[src/hw/rtl/dswc_pkg.sv]
package dswc_pkg;

  localparam int unsigned MinW = 11;
  localparam logic [MinW-1:0] DAY_MINUTES = 11'd1440;
  localparam logic [6:0] FULL_BRIGHT = 7'd100;

  // floor(sec / 60) equals ((sec >> 2) * MIN_RECIP) >> MIN_SHIFT for every 17-bit sec.
  localparam logic [15:0] MIN_RECIP = 16'd34953;
  localparam int unsigned MIN_SHIFT = 19;

  localparam logic [1:0] CMD_POLL   = 2'd0;
  localparam logic [1:0] CMD_NUDGE  = 2'd1;
  localparam logic [1:0] CMD_CANCEL = 2'd2;

  localparam logic [2:0] WHY_OFF     = 3'd0;
  localparam logic [2:0] WHY_WAITING = 3'd1;
  localparam logic [2:0] WHY_AWAKE   = 3'd2;
  localparam logic [2:0] WHY_WOKEN   = 3'd3;
  localparam logic [2:0] WHY_ASLEEP  = 3'd4;

  localparam logic [2:0] REG_ENABLE = 3'd0;
  localparam logic [2:0] REG_START  = 3'd1;
  localparam logic [2:0] REG_STOP   = 3'd2;
  localparam logic [2:0] REG_DIM    = 3'd3;
  localparam logic [2:0] REG_HOLD   = 3'd4;

  function automatic logic in_window(input logic [MinW-1:0] m,
                                     input logic [MinW-1:0] s,
                                     input logic [MinW-1:0] e);
    logic res;
    if (s == e) begin
      res = 1'b0;
    end else if (s < e) begin
      res = (m >= s) && (m < e);
    end else begin
      res = (m >= s) || (m < e);
    end
    return res;
  endfunction

endpackage

[src/hw/rtl/display_sleep_window_control_top.sv]
// Display sleep window control.
// Input channel (in_valid/in_stall): one command per transfer (poll, nudge,
// cancel) with the millisecond timestamp and the local second of day.
// Result channel (out_valid/out_stall): one result per input transfer, in
// order: the sleep decision, its reason, panel brightness and power, render
// skip and the minutes to the next window boundary.
// Configuration: cfg_we writes cfg_data into register cfg_index (0 enable,
// 1 window start, 2 window stop, 3 dim level, 4 hold time); write it only
// while no item is in flight.
// On the way from input transfer to result valid, the first register
// holds the item with its minute of day (one 15x16 reciprocal multiply),
// the second holds the result computed from the wake-hold deadline. One
// item per cycle is sustained while out_stall is low; the deadline register
// is updated as each item enters the result register, so the next item
// sees it. A stalled receiver holds the result; one more item may be
// taken into the first register, after which in_stall follows out_stall.
// Reset clears both valid flags and the deadline and loads the register
// defaults (disabled, window 1320 to 420, dim 0, hold 60000 ms).
module display_sleep_window_control_top
  import dswc_pkg::*;
(
  input  logic        clk,
  input  logic        rst_n,
  input  logic        cfg_we,
  input  logic [2:0]  cfg_index,
  input  logic [31:0] cfg_data,
  input  logic        in_valid,
  output logic        in_stall,
  input  logic [1:0]  in_command,
  input  logic        in_time_known,
  input  logic [16:0] in_second_of_day,
  input  logic [31:0] in_now_ms,
  output logic        out_valid,
  input  logic        out_stall,
  output logic        out_asleep,
  output logic [2:0]  out_reason,
  output logic [6:0]  out_brightness,
  output logic        out_power_on,
  output logic        out_skip_render,
  output logic        out_change_known,
  output logic [10:0] out_minutes_to_change,
  output logic        out_change_to_sleep
);

  // Configuration registers.
  logic            enable_r;
  logic [MinW-1:0] start_r;
  logic [MinW-1:0] stop_r;
  logic [6:0]      dim_r;
  logic [31:0]     hold_ms_r;
  logic [31:0]     deadline_r, deadline_nxt;

  // Input stage.
  logic            s1_valid_r;
  logic [1:0]      s1_cmd_r;
  logic            s1_known_r;
  logic [MinW-1:0] s1_minute_r;
  logic [31:0]     s1_now_r;
  logic [31:0]     s1_nudge_r;

  logic            out_valid_r;
  logic            advance;
  logic            in_fire;
  logic            s1_fire;

  assign advance  = !out_valid_r || !out_stall;
  assign s1_fire  = s1_valid_r && advance;
  assign in_stall = s1_valid_r && !advance;
  assign in_fire  = in_valid && !in_stall;
  assign out_valid = out_valid_r;

  // Minute of day from the second of day. Dropping the two low bits first
  // leaves a division by 15, which a 16-bit reciprocal covers exactly.
  logic [14:0]     sec_q;
  logic [30:0]     sec_prod;
  logic [11:0]     min_raw;
  logic [MinW-1:0] min_wrap;
  logic [31:0]     nudge_sum;

  always_comb begin
    sec_q    = in_second_of_day[16:2];
    sec_prod = 31'(sec_q) * 31'(MIN_RECIP);
    min_raw  = sec_prod[MIN_SHIFT+11:MIN_SHIFT];
    if (min_raw >= 12'(DAY_MINUTES)) begin
      min_wrap = MinW'(min_raw - 12'(DAY_MINUTES));
    end else begin
      min_wrap = min_raw[MinW-1:0];
    end
    nudge_sum = in_now_ms + hold_ms_r;
  end

  always_ff @(posedge clk) begin
    if (!rst_n) begin
      s1_valid_r <= 1'b0;
    end else if (in_fire) begin
      s1_valid_r <= 1'b1;
    end else if (s1_fire) begin
      s1_valid_r <= 1'b0;
    end
  end

  always_ff @(posedge clk) begin
    if (in_fire) begin
      s1_cmd_r    <= in_command;
      s1_known_r  <= in_time_known;
      s1_minute_r <= min_wrap;
      s1_now_r    <= in_now_ms;
      s1_nudge_r  <= nudge_sum;
    end
  end

  // Decision for the item in the input stage.
  logic [31:0]     dl_cmd;
  logic [31:0]     dl_diff;
  logic            pending;
  logic            inside_c;
  logic [2:0]      why_c;
  logic            asleep_c;
  logic            ck_c;
  logic [MinW-1:0] target_c;
  logic [MinW-1:0] mins_c;
  logic            to_sleep_c;

  always_comb begin
    unique case (s1_cmd_r)
      CMD_NUDGE: begin
        if (hold_ms_r != 32'd0) begin
          dl_cmd = (s1_nudge_r == 32'd0) ? 32'd1 : s1_nudge_r;
        end else begin
          dl_cmd = deadline_r;
        end
      end
      CMD_CANCEL: dl_cmd = 32'd0;
      default:    dl_cmd = deadline_r;
    endcase
    dl_diff  = s1_now_r - dl_cmd;
    pending  = (dl_cmd != 32'd0) && dl_diff[31];
    inside_c = in_window(s1_minute_r, start_r, stop_r);

    priority if (!enable_r) begin
      why_c = WHY_OFF;
    end else if (!s1_known_r) begin
      why_c = WHY_WAITING;
    end else if (!inside_c) begin
      why_c = WHY_AWAKE;
    end else if (pending) begin
      why_c = WHY_WOKEN;
    end else begin
      why_c = WHY_ASLEEP;
    end
    asleep_c = (why_c == WHY_ASLEEP);

    ck_c     = enable_r && (start_r != stop_r) && s1_known_r;
    target_c = inside_c ? stop_r : start_r;
    if (!ck_c) begin
      mins_c     = '0;
      to_sleep_c = 1'b0;
    end else begin
      if (target_c >= s1_minute_r) begin
        mins_c = target_c - s1_minute_r;
      end else begin
        mins_c = target_c + DAY_MINUTES - s1_minute_r;
      end
      to_sleep_c = !inside_c;
    end

    if (s1_cmd_r == CMD_POLL && asleep_c) begin
      deadline_nxt = 32'd0;
    end else begin
      deadline_nxt = dl_cmd;
    end
  end

  // Configuration writes and the deadline; a disable write clears the hold.
  always_ff @(posedge clk) begin
    if (!rst_n) begin
      enable_r   <= 1'b0;
      start_r    <= 11'd1320;
      stop_r     <= 11'd420;
      dim_r      <= 7'd0;
      hold_ms_r  <= 32'd60000;
      deadline_r <= 32'd0;
    end else begin
      if (s1_fire) begin
        deadline_r <= deadline_nxt;
      end
      if (cfg_we) begin
        unique case (cfg_index)
          REG_ENABLE: begin
            enable_r <= cfg_data[0];
            if (!cfg_data[0]) begin
              deadline_r <= 32'd0;
            end
          end
          REG_START: begin
            if (cfg_data[MinW-1:0] < DAY_MINUTES) begin
              start_r <= cfg_data[MinW-1:0];
            end
          end
          REG_STOP: begin
            if (cfg_data[MinW-1:0] < DAY_MINUTES) begin
              stop_r <= cfg_data[MinW-1:0];
            end
          end
          REG_DIM:  dim_r <= (cfg_data[6:0] > FULL_BRIGHT) ? FULL_BRIGHT : cfg_data[6:0];
          REG_HOLD: hold_ms_r <= cfg_data;
          default: ;
        endcase
      end
    end
  end

  // Result register.
  always_ff @(posedge clk) begin
    if (!rst_n) begin
      out_valid_r <= 1'b0;
    end else if (s1_fire) begin
      out_valid_r <= 1'b1;
    end else if (advance) begin
      out_valid_r <= 1'b0;
    end
  end

  always_ff @(posedge clk) begin
    if (s1_fire) begin
      out_asleep            <= asleep_c;
      out_reason            <= why_c;
      out_brightness        <= (asleep_c && dim_r != 7'd0) ? dim_r : FULL_BRIGHT;
      out_power_on          <= !asleep_c || (dim_r != 7'd0);
      out_skip_render       <= asleep_c && (dim_r == 7'd0);
      out_change_known      <= ck_c;
      out_minutes_to_change <= mins_c;
      out_change_to_sleep   <= to_sleep_c;
    end
  end

  a_poll_asleep_clears: assert property (@(posedge clk) disable iff (!rst_n)
    s1_fire && s1_cmd_r == CMD_POLL && asleep_c |=> deadline_r == 32'd0)
    else $error("asleep poll left a wake hold pending");

  a_disable_clears: assert property (@(posedge clk) disable iff (!rst_n)
    cfg_we && cfg_index == REG_ENABLE && !cfg_data[0] |=> deadline_r == 32'd0)
    else $error("disable write left a wake hold pending");

  a_stall_only_when_full: assert property (@(posedge clk) disable iff (!rst_n)
    in_stall |-> s1_valid_r && out_valid_r && out_stall)
    else $error("input stalled with room in the pipeline");

  a_panel_consistent: assert property (@(posedge clk) disable iff (!rst_n)
    out_valid_r |-> (out_power_on == !out_skip_render) &&
                    (out_asleep == (out_reason == WHY_ASLEEP)))
    else $error("panel settings disagree with the decision");

  a_unknown_change: assert property (@(posedge clk) disable iff (!rst_n)
    out_valid_r && !out_change_known |-> out_minutes_to_change == '0 && !out_change_to_sleep)
    else $error("boundary reported while change is unknown");

endmodule
[config.mk]
export PLATFORM = sky130hd
export DESIGN_NAME = display_sleep_window_control_top
export DESIGN_NICKNAME = d
export VERILOG_FILES = /design/src/hw/rtl/dswc_pkg.sv /design/src/hw/rtl/display_sleep_window_control_top.sv
export SDC_FILE = /design/constraint.sdc
export NUM_CORES = 1
export LEC_CHECK = 0
export BUFFER_PORTS_ARGS = -buffer_cell sky130_fd_sc_hd__buf_4
export CORE_UTILIZATION = 40
export DETAILED_ROUTE_END_ITERATION = 8
export SETUP_SLACK_MARGIN = 0.5
export SLEW_MARGIN = 20
export SYNTH_ARGS = -nofsm -noshare
export SYNTH_HDL_FRONTEND = slang
export SYNTH_SLANG_ARGS = --single-unit
[constraint.sdc]
create_clock -name clk -period 5.5 [get_ports clk]
set_input_delay 1.1 -clock clk [delete_from_list [all_inputs] [get_ports clk]]
set_output_delay 1.1 -clock clk [all_outputs]
set_load 0.005 [all_outputs]
==> impl_results.md <==
* HPWL Detailed at 28.5 mm
* Finished Cell Area at 0.0171 mm²
* Drt pass-1 iters at 5
* Post-synth EDFFs at 104
* Sequential element share of the synthesized area at 35.5%
* Hold Path Stages at 2
* RSZ-0062 raised after global routing: yes
* Vias per inst at around 5.5
* Vias in the first global route at ~11,000
* Flops & latches, synth at 200
* DR iter-0 viols at 641
* Pins Over Slew Limit at 0
* Worst setup SP type: primary input
* Main combinational cell family by area after synthesis: adder cells
* Clock latency on the worst-skew pair at between 0.4 and 0.5 ns
* Placed inst area at 0.0161 mm²
* # diodes at 0
* Top cell type's share of synthesized area at 22.0%
* Total GRT Usage at 20.5%
* Synth Area in XOR/XNOR at 3.32%
* Final hold vios at 0
* Post-synthesis compound-gate area fraction at between 10% and 20%
* Crit path DAT at 5.58 ns
* Synthesized area at ~0.014 mm²
* Commonest non-fill, non-tap cell in the layout: ha_1
* Finished Layout Cells at 2,091
* Reg clk slew, reported paths at 0.08 ns
* Setup TNS at 0 ns
* Die footprint at approximately 0.036 mm²
* Final period util at 97.7%
* Adder-Cell Fraction of Synth Area at 22.2%
* Worst Tran Pin Value at 1.15 ns
* Avg Inst Size Synth at between 9 and 10 µm²
* CP max FO at 4
* Die Y at 191 µm
* Ys flop type: edfxtp_1
* Mux contribution to synthesized area at under 10%
* Reg2Reg Depth at 22
* Die Span X at roughly 190 µm
* Synth unique cells at 70
* TritonCTS clock tree: yes
* Inserted Clock Buffers at 17
* Total number of vias at 11,400
* IO buf count at 117
* Remaining antenna violation count at 0
* Worst setup slack after placement at -0.386 ns
* Core outline area at about 0.035 mm²
* Largest net degree at the start of global routing at just under 80
* I/O Pins at 120
* H-tree depth at 4
* Most frequent cells in the layout: ha_1, buf_4, nand2_1
* Total routed wirelength at 36.7 mm
* First-pass GRT wire length at around 59 mm
* Final Worst Setup Slack at around 0.13 ns
* Hold WC Path Type: flip-flop to flip-flop
* Filler cell count at between 3,000 and 4,000
* Final setup violation count at 0
* Ranking of synthesized cells by area: edfxtp_1, ha_1, dfxtp_1
* Root Buffer: clkbuf_16
* Final net count at 1,949
* Hold-fix buffers, CTS at 0
* Period minus WS final at 5.37 ns
* Crit Reg-Reg Startpoint: start_r[1]
* Nature of the critical path endpoint: flip-flop
* Routability Congestion at 0.857
* # clock sinks at 200
* Total gr overflow at 0
* # DRC at 0
* Worst path required time at 5.70 ns
* LEAKAGE at about 7.5 nW
* Layout cell share with drive strength beyond 1 at 18.8%
* Max frequency at 0.186 GHz
* Slew HR at 23.5%
* Average wire per standard cell at 17.6 µm
* Peak VDD IR at ~0.00019 V
* Starting density of the core at 40.9%
* Top cell type by total area after synthesis: edfxtp_1
* Hold path endpoint: enable_r
* Area grow syn2layout at 20.0%
* Setup Skew at 0.0112 ns
* Outcome: completed
* Syn Nets at 1,782
* Initial antenna violation count at 1
* Synth Instances at 1,456
* Synth Area in Simple Gates at 13.5%
* Worst r2r dst: out_minutes_to_change[7]
* Synth Warn # at 0
* # rows at 68
* Beginning of the worst hold path: enable_r
* Flop-to-flop setup slack at 0.73 ns
* Max Root-Sink Buffers at 2
* Power per Cell Area at approximately 320 mW/mm²
* Async S/R FF share, synth at 0%
* Max Cap Viol at 0
* Dpl cells at between 2,000 and 2,500
* Critical path type: primary input to flip-flop
[cell families (layout without fill, tap and decap cells)]
family	count (synthesis)	after routing
adder cells (fa/ha/maj)	235	235
buffers and inverters	182	362
AO/OA/AOI/OAI	366	366
multiplexers	29	29
XOR/XNOR	54	54
AND/OR/NAND/NOR	390	390
flip-flops	200	200
[power breakdown]
part           switching [mW]  internal, mW
clock                   0.637         0.668
sequential             0.0866          1.69
combinational            1.24          1.07
total                    1.97          3.43
[synthesized netlist by cell type (31+ instances only)]
cell type	count
dfxtp_1	96
a21oi_1	67
edfxtp_1	104
o31ai_1	36
nand3_1	31
nand2_1	157
nor2_1	56
inv_1	130
a22o_1	32
clkbuf_1	39
xnor2_1	40
ha_1	204
[how the worst max path moves through the flow]
stage / start / endpoint / slack [ns]
6_report: in_second_of_day[16] / s1_minute_r[9] / 0.13
3_3_place_gp: in_second_of_day[16] / s1_minute_r[7] / -0.35
3_5_place_dp: in_second_of_day[16] / s1_minute_r[7] / -0.39
2_1_floorplan: in_second_of_day[16] / s1_minute_r[9] / -0.13
5_1_grt: in_second_of_day[12] / s1_minute_r[7] / -0.08
4_1_cts: in_second_of_day[16] / s1_minute_r[7] / 0.18
[per-layer routing]
metal	GRT usage [%]	part of all wire [%]	vias to the layer above
met1	27.8	47	5489
met2	33.8	47	200
met3	3.57	4.6	29
met4	4.74	1.3	2
li1	-	-	5685
met5	0	0.038	-
[state kept, by name (all words and copies together), names as in the netlist]
signal and cells:
deadline_r 32, dim_r 7, enable_r 1, hold_ms_r 32
out_asleep 1, out_brightness 7, out_change_known 1, out_change_to_sleep 1
out_minutes_to_change 11, out_power_on 1, out_reason 3, out_skip_render 1
out_valid 1, s1_cmd_r 2, s1_known_r 1, s1_minute_r 11
s1_now_r 32, s1_nudge_r 32, s1_valid_r 1, start_r 11
stop_r 11
[critical path: stages]
cell	delay (ns)
buf_8	0.10
ha_4	0.25
inv_2	0.03
fa_1	0.49
inv_2	0.04
fa_1	0.52
inv_1	0.05
fa_1	0.47
inv_1	0.04
ha_1	0.27
ha_1	0.29
nand2_2	0.07
a2111oi_4	0.20
a22oi_2	0.17
a2111oi_4	0.46
nor3_2	0.11
a21oi_2	0.17
inv_1	0.08
ha_1	0.19
and3b_1	0.23
nor2_1	0.05
a22o_1	0.19
[what timing repair did]
item	CTS	global route
resized for setup	17	46
buffers inserted	3	8
endpoints found under the hold margin	0	0
pin swaps	10	20
gates cloned	0	0
endpoints found under the setup margin	22	60
[stage by stage]
step,utilization (%),power (mW),hold slack (ns)
after global placement,46.3,3.88,0.455
after detailed placement,46.3,3.92,0.459
after floorplan,-,3.30,0.442
final,49.1,5.40,0.467
after CTS,48.4,5.31,0.467
after global routing,49.1,5.77,0.488
[area by class of cell]
type	count	area (µm²)	area share [%]
flip-flops and latches	200	5050	29.6
multi-input cells	1074	8810	51.6
clock inverters	14	170	0.997
inverters	132	495	2.90
clock buffers	18	439	2.57
repair buffers	198	1540	9.01
well taps	455	569	3.33
(Power assumes the default switching activity.)
